**src/rtl/rhh_pkg.sv**
```systemverilog
// shared types and constants for the heading hold motor mixer
package rhh_pkg;

   // field widths
   localparam int unsigned PULSE_W = 12;
   localparam int unsigned ANGLE_W = 9;
   localparam int unsigned GAIN_W  = 7;
   localparam int unsigned BAND_W  = 9;
   localparam int unsigned PWM_W   = 11;

   // configuration port
   localparam int unsigned CSR_IDX_W  = 1;
   localparam int unsigned CSR_DATA_W = 9;
   localparam logic [CSR_IDX_W-1:0] CSR_STEER_GAIN      = 1'd0;
   localparam logic [CSR_IDX_W-1:0] CSR_CENTER_DEADBAND = 1'd1;
   localparam logic [GAIN_W-1:0]    STEER_GAIN_RESET    = 7'd15;
   localparam logic [BAND_W-1:0]    DEADBAND_RESET      = 9'd30;

   // stick gesture and switch thresholds
   localparam logic [PULSE_W-1:0] ARM_ROLL_MIN    = 12'd1800;
   localparam logic [PULSE_W-1:0] ARM_YAW_MAX     = 12'd1150;
   localparam logic [PULSE_W-1:0] DISARM_ROLL_MIN = 12'd1950;
   localparam logic [PULSE_W-1:0] DISARM_YAW_MAX  = 12'd1050;
   localparam logic [PULSE_W-1:0] HOLD_ON_PITCH   = 12'd1930;
   localparam logic [PULSE_W-1:0] HOLD_OFF_PITCH  = 12'd1070;

   // mixing constants
   localparam logic signed [12:0] PULSE_CENTER = 13'sd1500;
   localparam logic signed [9:0]  HALF_TURN    = 10'sd180;
   localparam logic signed [9:0]  FULL_TURN    = 10'sd360;
   localparam logic signed [17:0] DRIVE_LIMIT  = 18'sd500;
   localparam logic [PWM_W-1:0]   PWM_IDLE     = 11'd1000;

   // one input word
   typedef struct packed {
      logic [PULSE_W-1:0]        rc_roll;
      logic [PULSE_W-1:0]        rc_yaw;
      logic [PULSE_W-1:0]        pitch_pulse;
      logic [PULSE_W-1:0]        throttle_pulse;
      logic signed [ANGLE_W-1:0] yaw_angle;
   } req_word_type;

   // one result word
   typedef struct packed {
      logic             armed;
      logic             hold_active;
      logic             left_reverse;
      logic [PWM_W-1:0] left_pwm;
      logic             right_reverse;
      logic [PWM_W-1:0] right_pwm;
   } rsp_word_type;

   // control state carried from tick to tick
   typedef struct packed {
      logic                      armed;
      logic                      hold;
      logic signed [ANGLE_W-1:0] held_heading;
   } ctl_state_type;

endpackage

```
**src/rtl/rhh_if.sv**
```systemverilog
// valid/ready channel interfaces for request and response words
interface rhh_req_if;
   logic                               valid;
   logic                               ready;
   logic [rhh_pkg::PULSE_W-1:0]        rc_roll;
   logic [rhh_pkg::PULSE_W-1:0]        rc_yaw;
   logic [rhh_pkg::PULSE_W-1:0]        pitch_pulse;
   logic [rhh_pkg::PULSE_W-1:0]        throttle_pulse;
   logic signed [rhh_pkg::ANGLE_W-1:0] yaw_angle;

   modport source (output valid, rc_roll, rc_yaw, pitch_pulse, throttle_pulse, yaw_angle,
                   input ready);
   modport sink   (input valid, rc_roll, rc_yaw, pitch_pulse, throttle_pulse, yaw_angle,
                   output ready);
endinterface

interface rhh_rsp_if;
   logic                        valid;
   logic                        ready;
   logic                        armed;
   logic                        hold_active;
   logic                        left_reverse;
   logic [rhh_pkg::PWM_W-1:0]   left_pwm;
   logic                        right_reverse;
   logic [rhh_pkg::PWM_W-1:0]   right_pwm;

   modport source (output valid, armed, hold_active, left_reverse, left_pwm,
                   right_reverse, right_pwm, input ready);
   modport sink   (input valid, armed, hold_active, left_reverse, left_pwm,
                   right_reverse, right_pwm, output ready);
endinterface

```
**src/rtl/rhh_mixer.sv**
```systemverilog
// arm logic, heading hold and differential mix for one tick
module rhh_mixer (
   input  rhh_pkg::req_word_type          word,
   input  rhh_pkg::ctl_state_type         state,
   input  logic [rhh_pkg::GAIN_W-1:0]     steer_gain,
   input  logic [rhh_pkg::BAND_W-1:0]     center_deadband,
   output rhh_pkg::ctl_state_type         state_next,
   output rhh_pkg::rsp_word_type          result
);

   logic                 arm_gesture;
   logic                 disarm_gesture;
   logic                 armed_mid;
   logic                 armed_out;
   logic                 hold_mid;
   logic signed [8:0]    held_mid;
   logic signed [12:0]   roll_dev;
   logic [11:0]          roll_mag;
   logic                 centered;
   logic signed [9:0]    err_raw;
   logic signed [9:0]    err;
   logic signed [16:0]   correction;
   logic signed [16:0]   steer_dev;
   logic signed [16:0]   half;
   logic signed [17:0]   thr_dev;
   logic signed [17:0]   left_raw;
   logic signed [17:0]   right_raw;
   logic signed [17:0]   left_cl;
   logic signed [17:0]   right_cl;
   logic [8:0]           left_mag;
   logic [8:0]           right_mag;

   // arm and disarm gestures
   always_comb begin
      arm_gesture    = (word.rc_roll > rhh_pkg::ARM_ROLL_MIN) &&
                       (word.rc_yaw < rhh_pkg::ARM_YAW_MAX);
      disarm_gesture = (word.rc_roll > rhh_pkg::DISARM_ROLL_MIN) &&
                       (word.rc_yaw < rhh_pkg::DISARM_YAW_MAX);
      armed_mid      = state.armed | arm_gesture;
      armed_out      = armed_mid & ~disarm_gesture;
   end

   // hold switch on the pitch stick
   always_comb begin
      hold_mid = state.hold;
      held_mid = state.held_heading;
      if (armed_mid) begin
         priority if (word.pitch_pulse >= rhh_pkg::HOLD_ON_PITCH) begin
            hold_mid = 1'b1;
            held_mid = word.yaw_angle;
         end else if (word.pitch_pulse < rhh_pkg::HOLD_OFF_PITCH) begin
            hold_mid = 1'b0;
         end else begin
            hold_mid = state.hold;
         end
      end
   end

   // roll centering test
   always_comb begin
      roll_dev = $signed({1'b0, word.rc_roll}) - rhh_pkg::PULSE_CENTER;
      roll_mag = roll_dev[12] ? 12'(-roll_dev) : roll_dev[11:0];
      centered = roll_mag < {3'b000, center_deadband};
   end

   // wrapped heading error times gain
   always_comb begin
      err_raw = 10'(held_mid) - 10'(word.yaw_angle);
      priority if (err_raw > rhh_pkg::HALF_TURN) begin
         err = err_raw - rhh_pkg::FULL_TURN;
      end else if (err_raw < -rhh_pkg::HALF_TURN) begin
         err = err_raw + rhh_pkg::FULL_TURN;
      end else begin
         err = err_raw;
      end
      correction = $signed({10'd0, steer_gain}) * $signed({{7{err[9]}}, err});
   end

   // steering source and next control state
   always_comb begin
      state_next.armed        = armed_out;
      state_next.hold         = hold_mid;
      state_next.held_heading = held_mid;
      steer_dev               = 17'(roll_dev);
      if (armed_mid && hold_mid) begin
         if (centered) begin
            steer_dev = correction;
         end else begin
            state_next.held_heading = word.yaw_angle;
         end
      end
   end

   // halve toward zero, mix and clamp
   always_comb begin
      half      = (steer_dev + $signed({16'd0, steer_dev[16]})) >>> 1;
      thr_dev   = 18'($signed({1'b0, word.throttle_pulse}) - rhh_pkg::PULSE_CENTER);
      left_raw  = thr_dev + 18'(half);
      right_raw = thr_dev - 18'(half);
      priority if (left_raw > rhh_pkg::DRIVE_LIMIT) begin
         left_cl = rhh_pkg::DRIVE_LIMIT;
      end else if (left_raw < -rhh_pkg::DRIVE_LIMIT) begin
         left_cl = -rhh_pkg::DRIVE_LIMIT;
      end else begin
         left_cl = left_raw;
      end
      priority if (right_raw > rhh_pkg::DRIVE_LIMIT) begin
         right_cl = rhh_pkg::DRIVE_LIMIT;
      end else if (right_raw < -rhh_pkg::DRIVE_LIMIT) begin
         right_cl = -rhh_pkg::DRIVE_LIMIT;
      end else begin
         right_cl = right_raw;
      end
      left_mag  = left_cl[17]  ? 9'(-left_cl)  : left_cl[8:0];
      right_mag = right_cl[17] ? 9'(-right_cl) : right_cl[8:0];
   end

   // output word, idle drive when disarmed
   always_comb begin
      result.armed       = armed_out;
      result.hold_active = hold_mid;
      if (armed_out) begin
         result.left_reverse  = left_cl[17];
         result.left_pwm      = rhh_pkg::PWM_IDLE + {1'b0, left_mag, 1'b0};
         result.right_reverse = right_cl[17];
         result.right_pwm     = rhh_pkg::PWM_IDLE + {1'b0, right_mag, 1'b0};
      end else begin
         result.left_reverse  = 1'b0;
         result.left_pwm      = rhh_pkg::PWM_IDLE;
         result.right_reverse = 1'b0;
         result.right_pwm     = rhh_pkg::PWM_IDLE;
      end
   end

endmodule

```
**src/rtl/rover_heading_hold_motor_mixer.sv**
```systemverilog
// top level: input register, mixer, state and result register
//
// Differential drive mixer with heading hold. One request word per control
// tick carries the four RC pulse widths and the measured yaw angle; one
// response word comes back per request with the armed and hold flags and a
// direction bit and PWM value for the left and right motor pairs.
// The csr port writes steer_gain (index 0) and center_deadband (index 1)
// on any clock with csr_write_en high; write them only while no word is
// in flight.
// A request word is captured in the input register, the mixer works on it
// and the result is captured in the output register, where rsp_if.valid
// shows it. Throughput is one word per cycle while the receiver keeps up;
// the arm, hold and held heading state updates as a word moves from the
// input register to the output register, so the next word sees it at once.
// Reset disarms, clears hold, zeroes the held heading, loads the register
// defaults (gain 15, deadband 30) and empties both registers.
// When the receiver stalls the result holds in the output register, the
// input register still takes one more word, and req_if.ready then drops
// until the output register frees up.
module rover_heading_hold_motor_mixer (
   input  logic                              clock,
   input  logic                              reset,
   rhh_req_if.sink                           req_if,
   rhh_rsp_if.source                         rsp_if,
   input  logic                              csr_write_en,
   input  logic [rhh_pkg::CSR_IDX_W-1:0]     csr_index,
   input  logic [rhh_pkg::CSR_DATA_W-1:0]    csr_wdata
);

   logic                          s1_valid_ff;
   logic                          s1_valid_in;
   rhh_pkg::req_word_type         s1_word_ff;
   rhh_pkg::req_word_type         req_word;
   logic                          out_valid_ff;
   logic                          out_valid_in;
   rhh_pkg::rsp_word_type         out_word_ff;
   rhh_pkg::rsp_word_type         mix_word;
   rhh_pkg::ctl_state_type        state_ff;
   rhh_pkg::ctl_state_type        state_in;
   logic [rhh_pkg::GAIN_W-1:0]    steer_gain_ff;
   logic [rhh_pkg::BAND_W-1:0]    deadband_ff;
   logic                          out_open;
   logic                          s1_move;
   logic                          req_take;

   // handshake
   always_comb begin
      out_open     = ~out_valid_ff | rsp_if.ready;
      s1_move      = s1_valid_ff & out_open;
      req_if.ready = ~s1_valid_ff | out_open;
      req_take     = req_if.valid & req_if.ready;
      s1_valid_in  = req_take | (s1_valid_ff & ~s1_move);
      out_valid_in = out_open ? s1_valid_ff : out_valid_ff;
   end

   // gather the request word
   always_comb begin
      req_word.rc_roll        = req_if.rc_roll;
      req_word.rc_yaw         = req_if.rc_yaw;
      req_word.pitch_pulse    = req_if.pitch_pulse;
      req_word.throttle_pulse = req_if.throttle_pulse;
      req_word.yaw_angle      = req_if.yaw_angle;
   end

   rhh_mixer u_mixer (
      .word            (s1_word_ff),
      .state           (state_ff),
      .steer_gain      (steer_gain_ff),
      .center_deadband (deadband_ff),
      .state_next      (state_in),
      .result          (mix_word)
   );

   // control registers
   always_ff @(posedge clock) begin
      if (reset) begin
         s1_valid_ff  <= 1'b0;
         out_valid_ff <= 1'b0;
         state_ff     <= '0;
      end else begin
         s1_valid_ff  <= s1_valid_in;
         out_valid_ff <= out_valid_in;
         if (s1_move) begin
            state_ff <= state_in;
         end
      end
   end

   // payload registers
   always_ff @(posedge clock) begin
      if (req_take) begin
         s1_word_ff <= req_word;
      end
      if (s1_move) begin
         out_word_ff <= mix_word;
      end
   end

   // configuration registers
   always_ff @(posedge clock) begin
      if (reset) begin
         steer_gain_ff <= rhh_pkg::STEER_GAIN_RESET;
         deadband_ff   <= rhh_pkg::DEADBAND_RESET;
      end else if (csr_write_en) begin
         unique case (csr_index)
            rhh_pkg::CSR_STEER_GAIN: begin
               steer_gain_ff <= csr_wdata[rhh_pkg::GAIN_W-1:0];
            end
            rhh_pkg::CSR_CENTER_DEADBAND: begin
               deadband_ff <= csr_wdata[rhh_pkg::BAND_W-1:0];
            end
            default: begin
            end
         endcase
      end
   end

   // response port
   always_comb begin
      rsp_if.valid         = out_valid_ff;
      rsp_if.armed         = out_word_ff.armed;
      rsp_if.hold_active   = out_word_ff.hold_active;
      rsp_if.left_reverse  = out_word_ff.left_reverse;
      rsp_if.left_pwm      = out_word_ff.left_pwm;
      rsp_if.right_reverse = out_word_ff.right_reverse;
      rsp_if.right_pwm     = out_word_ff.right_pwm;
   end

endmodule

```
**src/flat_wrapper.sv**
```systemverilog
// flat-port wrapper written by rule: the top's interface ports become plain ports
module rover_heading_hold_motor_mixer_flat 
  (clock, reset, csr_write_en, csr_index, csr_wdata, req_if_valid, req_if_rc_roll, req_if_rc_yaw, req_if_pitch_pulse, req_if_throttle_pulse, req_if_yaw_angle, req_if_ready, rsp_if_valid, rsp_if_armed, rsp_if_hold_active, rsp_if_left_reverse, rsp_if_left_pwm, rsp_if_right_reverse, rsp_if_right_pwm, rsp_if_ready);
  rhh_req_if req_if_i ();
  rhh_rsp_if rsp_if_i ();
  input  logic clock;
  input  logic reset;
  input  logic csr_write_en;
  input  logic [rhh_pkg::CSR_IDX_W-1:0] csr_index;
  input  logic [rhh_pkg::CSR_DATA_W-1:0] csr_wdata;
  input wire logic [$bits(req_if_i.valid)-1:0] req_if_valid;
  input wire logic [$bits(req_if_i.rc_roll)-1:0] req_if_rc_roll;
  input wire logic [$bits(req_if_i.rc_yaw)-1:0] req_if_rc_yaw;
  input wire logic [$bits(req_if_i.pitch_pulse)-1:0] req_if_pitch_pulse;
  input wire logic [$bits(req_if_i.throttle_pulse)-1:0] req_if_throttle_pulse;
  input wire logic [$bits(req_if_i.yaw_angle)-1:0] req_if_yaw_angle;
  output wire logic [$bits(req_if_i.ready)-1:0] req_if_ready;
  output wire logic [$bits(rsp_if_i.valid)-1:0] rsp_if_valid;
  output wire logic [$bits(rsp_if_i.armed)-1:0] rsp_if_armed;
  output wire logic [$bits(rsp_if_i.hold_active)-1:0] rsp_if_hold_active;
  output wire logic [$bits(rsp_if_i.left_reverse)-1:0] rsp_if_left_reverse;
  output wire logic [$bits(rsp_if_i.left_pwm)-1:0] rsp_if_left_pwm;
  output wire logic [$bits(rsp_if_i.right_reverse)-1:0] rsp_if_right_reverse;
  output wire logic [$bits(rsp_if_i.right_pwm)-1:0] rsp_if_right_pwm;
  input wire logic [$bits(rsp_if_i.ready)-1:0] rsp_if_ready;
  assign req_if_i.valid = req_if_valid;
  assign req_if_i.rc_roll = req_if_rc_roll;
  assign req_if_i.rc_yaw = req_if_rc_yaw;
  assign req_if_i.pitch_pulse = req_if_pitch_pulse;
  assign req_if_i.throttle_pulse = req_if_throttle_pulse;
  assign req_if_i.yaw_angle = req_if_yaw_angle;
  assign req_if_ready = req_if_i.ready;
  assign rsp_if_valid = rsp_if_i.valid;
  assign rsp_if_armed = rsp_if_i.armed;
  assign rsp_if_hold_active = rsp_if_i.hold_active;
  assign rsp_if_left_reverse = rsp_if_i.left_reverse;
  assign rsp_if_left_pwm = rsp_if_i.left_pwm;
  assign rsp_if_right_reverse = rsp_if_i.right_reverse;
  assign rsp_if_right_pwm = rsp_if_i.right_pwm;
  assign rsp_if_i.ready = rsp_if_ready;
  rover_heading_hold_motor_mixer u_core (.clock(clock), .reset(reset), .req_if(req_if_i), .rsp_if(rsp_if_i), .csr_write_en(csr_write_en), .csr_index(csr_index), .csr_wdata(csr_wdata));
endmodule
```
**config.mk**
```make
export PLATFORM = sky130hd
export DESIGN_NAME = rover_heading_hold_motor_mixer_flat
export DESIGN_NICKNAME = d
export VERILOG_FILES = /design/src/rtl/rhh_pkg.sv /design/src/rtl/rhh_if.sv /design/src/rtl/rhh_mixer.sv /design/src/rtl/rover_heading_hold_motor_mixer.sv /design/src/flat_wrapper.sv
export SDC_FILE = /design/constraint.sdc
export NUM_CORES = 1
export LEC_CHECK = 0
export ABC_AREA = 1
export BUFFER_PORTS_ARGS = -buffer_cell sky130_fd_sc_hd__buf_4
export CORE_MARGIN = 2
export CORE_UTILIZATION = 55
export DETAILED_ROUTE_END_ITERATION = 10
export HOLD_SLACK_MARGIN = 0.05
export PLACE_DENSITY = 0.74
export SLEW_MARGIN = 20
export SYNTH_ARGS = -nofsm -noshare
export SYNTH_HDL_FRONTEND = slang
export SYNTH_SLANG_ARGS = --single-unit
```
**constraint.sdc**
```tcl
create_clock -name clock -period 23.2 [get_ports clock]
set_input_delay 3.48 -clock clock [delete_from_list [all_inputs] [get_ports clock]]
set_output_delay 3.48 -clock clock [all_outputs]
set_load 0.05 [all_outputs]
```
# [Word-level counts from Yosys, hierarchy flattened]
# Index checks and enable logic that the tools add are counted.
[totals] reg_bits=112 inputBits=72 word_cells=81
[op_classes] add_sub_neg=13 n_mul=1 n_lt_le_gt_ge=13 muxes=18 bitwise=13 reduce_logical=5
[op_table] cell="$mux 18" n=4
[op_table] cell="$mux 9" n=6
[op_table] cell="$lt 12x11->1 const B" n=3
[op_table] cell="$gt 17x10->1 const B" n=2
[op_table] cell="$lt 17x10->1 const B" n=2
[op_table] cell="$mux 17" n=2
[op_table] cell="$sub 12x11->13 const B" n=2
[op_table] cell="$gt 12x11->1 const B" n=2
[op_table] cell="$add 10x10->11 const A" n=2
[op_table] cell="$mux 10" n=2
[op_table] cell="$neg 9->9" n=2
[op_table] cell="$add 13x16->17" n=1
[op_table] cell="$add 17x2->17" n=1
[op_table] cell="$mul 8x10->17" n=1
[op_table] cell="$sub 13x16->17" n=1
[op_table] cell="$ge 12x11->1 const B" n=1
[op_table] cell="$lt 12x9->1" n=1
[op_table] cell="$mux 12" n=1
[op_table] cell="$neg 12->12" n=1
[op_table] cell="$add 10x10->10 const B" n=1
[op_table] cell="$gt 10x9->1 const B" n=1
[op_table] cell="$lt 10x9->1 const B" n=1
[op_table] cell="$sub 10x10->10 const B" n=1
[op_table] cell="$sub 9x9->10" n=1
[op_table] cell="other kinds (6)" n=21

# [Longest topological paths before layout]
[logic_depth] ltp_word=19 mapped_depth=88

# [Hierarchy]
# From an unflattened synthesis, not the netlist that was laid out.
[hier_totals] hier_cells=1803 area_unflattened_um2=12608.3
[modules_own_cells] module="rhh_mixer" instances=1 cells_each=1566 area_each_um2=8952.3 seq_area_each_um2=0.0
[modules_own_cells] module="rover_heading_hold_motor_mixer" instances=1 cells_each=237 area_each_um2=3656.0 seq_area_each_um2=3072.9

# [Worst setup path before layout]
# No wires, ideal clock.
[synth_timing] kind="register -> register" startpoint="reg u_core.s1_word_ff[47] (netlist bit)" endpoint="reg u_core.out_word_ff, in the netlist u_core.rsp_if.left_pwm[9] (data pin)" setup_time_ps=268 arrival_ps=11743 t_required_ps=22932 slack_ps=11189 path_stages_with_launch=79 synth_period_minus_slack_ps=12011 cell_sequence="edfxtp_1 -> nor2_1 -> a21boi_0 -> o21ai_0 -> nand2_1 -> nand2_1 -> nand2_1 -> nand2_1 -> clkbuf_1 -> nor2_1 -> a21oi_1 -> inv_1 -> fa_1 -> a21oi_1 -> o21bai_1 -> a21oi_1 -> o21ai_1 -> xor2_1 -> [43 not listed] -> nand2_1 -> xor2_2 -> nor2_1 -> nand3_1 -> nor2_1 -> o21ai_0 -> ha_1 -> inv_1 -> a21oi_1 -> inv_1 -> o311ai_0 -> nand2_1 -> nand2_1 -> inv_1 -> nor2_2 -> nand3_1 -> nand2_1 -> nand3_1"
[synth_via] elab_chain_cells=19
[synth_lines] item="start, declared" line="rover_heading_hold_motor_mixer.sv:32" source="rhh_pkg::req_word_type s1_word_ff;"
[synth_lines] item="start signal, assigned" line="rover_heading_hold_motor_mixer.sv:92" source="s1_word_ff <= req_word;"
[synth_lines] item="$gt 12x11->1" line="rhh_mixer.sv:35" source="arm_gesture = (word.rc_roll > rhh_pkg::ARM_ROLL_MIN) &&"
[synth_lines] item="$logic_and 1x1->1" line="rhh_mixer.sv:35"
[synth_lines] item="$or 1x1->1" line="rhh_mixer.sv:39" source="armed_mid = state.armed | arm_gesture;"
[synth_lines] item="$mux 9" line="rhh_mixer.sv:47" source="if (armed_mid) begin"
[synth_lines] item="$sub 9x9->10" line="rhh_mixer.sv:68" source="err_raw = 10'(held_mid) - 10'(word.yaw_angle);"
[synth_lines] item="$add 10x10->10 or $lt 10x9->1 (tied branches)" line="rhh_mixer.sv:72, rhh_mixer.sv:71"
[synth_lines] item="$mux 10" line="rhh_mixer.sv:71" source="end else if (err_raw < -rhh_pkg::HALF_TURN) begin"
[synth_lines] item="$mux 10" line="rhh_mixer.sv:69" source="priority if (err_raw > rhh_pkg::HALF_TURN) begin"
[synth_lines] item="[3 not listed]"
[synth_lines] item="$add 17x2->17" line="rhh_mixer.sv:96" source="half = (steer_dev + $signed({16'd0, steer_dev[16]})) >>> 1;"
[synth_lines] item="$add 13x16->17" line="rhh_mixer.sv:98" source="left_raw = thr_dev + 18'(half);"
[synth_lines] item="$lt 17x10->1" line="rhh_mixer.sv:102" source="end else if (left_raw < -rhh_pkg::DRIVE_LIMIT) begin"
[synth_lines] item="$mux 18" line="rhh_mixer.sv:102"
[synth_lines] item="$mux 18" line="rhh_mixer.sv:100" source="priority if (left_raw > rhh_pkg::DRIVE_LIMIT) begin"
[synth_lines] item="$neg 9->9" line="rhh_mixer.sv:114" source="left_mag = left_cl[17] ? 9'(-left_cl) : left_cl[8:0];"
[synth_lines] item="$mux 9" line="rhh_mixer.sv:114"
[synth_lines] item="$add 10x10->11" line="rhh_mixer.sv:124" source="result.left_pwm = rhh_pkg::PWM_IDLE + {1'b0, left_mag, 1'b0};"
[synth_lines] item="end signal, assigned" line="rover_heading_hold_motor_mixer.sv:95" source="out_word_ff <= mix_word;"
[synth_lines] item="end, declared" line="rover_heading_hold_motor_mixer.sv:36" source="rhh_pkg::rsp_word_type out_word_ff;"
# Several ways; a longest one is shown, not always the timed one.
# A chain may end at the register's enable or synchronous reset.

# [Worst setup path in the final report]
# Ends and elaborated chain as after synthesis.

==> results.sh <==
export IMPL_outcome="finished, final reports clean"
export IMPL_cts_sinks=108
export IMPL_synth_fa_ha_area_frac=0.199
export IMPL_num_vias=10900
export IMPL_power_density_nw_per_um2=148
export IMPL_postRouteAntennaNets=0
export IMPL_clock_root_buffer="clkbuf_16"
export IMPL_rows=54
export IMPL_finalHoldViolations=0
export IMPL_synthArstFlopShare=0
export IMPL_cp_max_fo=17
export IMPL_vias_per_cell=5.25
export IMPL_clk_latency_ns=0.37
export IMPL_syn_area_um2=12000
export IMPL_final_nets=2024
export IMPL_synthXorXnorAreaFrac=0.0456
export IMPL_n_antenna_cell=0
export IMPL_dp_cells=2064
export IMPL_fin_tns_setup_ns=0
export IMPL_crit_top_cell="inv_1"
export IMPL_ios=100
export IMPL_clk_path_buf_depth=2
export IMPL_wl_met3_um=916
export IMPL_routed_top_layer="met4"
export IMPL_cts_reportedPaths_clkPinSlew_ns=0.08
export IMPL_critPathMaxStageDelay_ns=0.59
export IMPL_ys_flop_type="edfxtp_1"
export IMPL_crit_required_ns=23.31
export IMPL_dieWidth_um=152
export IMPL_arrival_ns=14.48
export IMPL_fmax_mhz=69.6
export IMPL_layout_worst_path_cycle_share=0.619
export IMPL_reg2reg_slack_ns=8.84
export IMPL_cts_max_level=3
export IMPL_rsz0062_at_grt="false"
export IMPL_die_area_um2=23000
export IMPL_avgSynthCellArea_um2=7.01
export IMPL_worst_r2r_path_depth=78
export IMPL_cts_resized_gates=0
export IMPL_max_cap_violations=0
export IMPL_fin_util=0.612
export IMPL_place_hpwl_um=23500
export IMPL_worstSetupEndpointType="flop"
export IMPL_synth_seq_cells=108
export IMPL_switching_power_uw=1080
export IMPL_holdWs_ns=0.471
export IMPL_cts_hold_buf=0
export IMPL_cts_buffers=9
export IMPL_synth_top_family_by_area="simple AND/OR/NAND/NOR gates"
export IMPL_irDropWorstVdd_mv=0.170
export IMPL_yosys_warnings=0
export IMPL_relSlewSlack=0.308
export IMPL_clkPwrFrac=0.080
export IMPL_portBuffers=95
export IMPL_cp_slowest_cell="fa_1"
export IMPL_hp_class="reg2reg"
export IMPL_final_cell_count_no_fill=2080
export IMPL_grt_pass1_vias=10500
export IMPL_layout_commonest_cell="nand2_1"
export IMPL_m1WireLength_um=12300
export IMPL_first_pass_iters=5
export IMPL_route_met2_wl_um=14800
export IMPL_seq_power_share=0.117
export IMPL_ys_seq_area_frac=0.246
export IMPL_tightest_slew_ns=1.03
export IMPL_p_sw_frac=0.549
export IMPL_period_minus_slack_ns=14.36
export IMPL_first_iter_violations=567
export IMPL_synth_compound_gate_area_share=0.103
export IMPL_post_cts_setup_buffer_count=0
export IMPL_placed_cell_area_um2=12900
export IMPL_cp_start_kind="flop"
export IMPL_final_max_slew_violation_count=0
export IMPL_antenna_found_initial=0
export IMPL_drcViolationCount=0
export IMPL_grt_max_degree=56
export IMPL_stdcell_area_um2=13200
export IMPL_pwr_share_comb=0.803
export IMPL_synth_edf_count=79
export IMPL_cts_tree="done"
export IMPL_p_leak_uw=0.00695
export IMPL_coreArea_um2=21600
export IMPL_clock_skew_ns=0.0200
export IMPL_syn_to_final_growth_pct=10.2
export IMPL_grt_pass1_wl_um=47600
export IMPL_post_drt_wl_per_cell_um=13.9
export IMPL_muxShareOfSynthArea=0.000937
export IMPL_synth_distinct_cells=57
export IMPL_initial_utilization=0.556
export IMPL_drive_gt1_frac=0.0933
export IMPL_final_cell_mix="nand2_1 (426), inv_1 (329), nor2_1 (162)"
export IMPL_setup_worst_path_class="reg2reg"
export IMPL_setup_viol=0
export IMPL_wl_um=28800
export IMPL_p_int_uw=884
export IMPL_die_y_um=152
export IMPL_syn_instance_count=1713
export IMPL_whs_path_depth=2
export IMPL_grt_overflow=0
export IMPL_routabilityCongestion=0.906
export IMPL_synthSimpleGateAreaFrac=0.285
export IMPL_grt_usage=0.248
-- cell families after synthesis --
family / after synthesis
AND/OR/NAND/NOR: 801
buffers and inverters: 371
AO/OA/AOI/OAI: 214
adder cells (fa/ha/maj): 157
flip-flops: 108
XOR/XNOR: 60
other: 1
multiplexers: 1
-- path summary, 6_finish.rpt --
path | from | end
setup / recovery | u_core.s1_word_ff[47]$_DFFE_PP_ | u_core.rsp_if.left_pwm[9]$_SDFFCE_PN1P_
hold / removal | u_core.state_ff[4]$_SDFFE_PP0P_ | u_core.state_ff[4]$_SDFFE_PP0P_
setup reg to reg | u_core.s1_word_ff[47]$_DFFE_PP_ | u_core.rsp_if.left_pwm[9]$_SDFFCE_PN1P_
hold reg to reg | u_core.state_ff[4]$_SDFFE_PP0P_ | u_core.state_ff[4]$_SDFFE_PP0P_
-- sequential cells by signal, summed over array words and instances, names as in the netlist, 7 cells and up --
register,cells
u_core.steer_gain_ff,7
u_core.state_ff,11
u_core.rsp_if.right_pwm,10
u_core.deadband_ff,9
u_core.rsp_if.left_pwm,10
u_core.s1_word_ff,55
-- metrics by stage --
stage / total power [µW] / setup WS (ns)
floorplan: 1490 / 11.19
global placement: 1770 / 9.07
detailed placement: 1800 / 8.91
CTS: 1970 / 8.86
global route: 2220 / 7.38
finish: 1960 / 8.84
-- power groups by stage --
stage | Sequential (µW) | Combinational [µW] | Clock, µW
after detailed placement | 233 | 1570 | 0
after global routing | 230 | 1820 | 165
after CTS | 229 | 1580 | 160
after floorplan | 242 | 1250 | 0
after global placement | 233 | 1540 | 0
final | 229 | 1580 | 158
-- cell type report --
type | count | area, µm²
Tap cell | 280 | 350
Inverter | 345 | 1290
Clock buffer | 10 | 239
Clock inverter | 6 | 50.0
Timing Repair Buffer | 96 | 721
Multi-Input combinational cell | 1235 | 7630
Sequential cell | 108 | 2950
Fill cell | 2024 | 8380
-- synthesized netlist by cell type (7+ instances only) --
library cell,n,area [µm²]
a21oi_1,93,465
buf_2,12,60.1
clkbuf_1,8,30.0
dfxtp_1,29,581
edfxtp_1,79,2370
fa_1,57,1140
ha_1,100,1250
inv_1,330,1240
inv_2,10,37.5
nand2_1,426,1600
nand2_2,11,68.8
nand3_1,126,631
nand4_1,31,194
nor2_1,162,608
nor2_2,7,43.8
nor3_1,11,55.1
o211ai_1,19,143
o21ai_0,57,285
o21ai_1,11,55.1
o21bai_1,7,52.6
xnor2_1,13,114
xor2_1,44,385
-- per-layer routing --
metal / global-route usage / vias to the layer above
met5: 0 / -
met4: 0.0846 / 0
met3: 0.0231 / 51
met2: 0.465 / 243
met1: 0.295 / 5033
li1: - / 5602
-- worst max-delay path, delay by kind of cell (launching register included) --
kind                       cells  cell delay [ns]
and+or+nand+nor               31             4.09
adders and majority gates     10             4.08
DFF                            1             0.52
muxes                          1             0.40
buffers and inverters         16             1.27
AOI/OAI and AO/OA             17             2.89
xor gates and xnor gates       3             0.84
(Power assumes the default switching activity.)
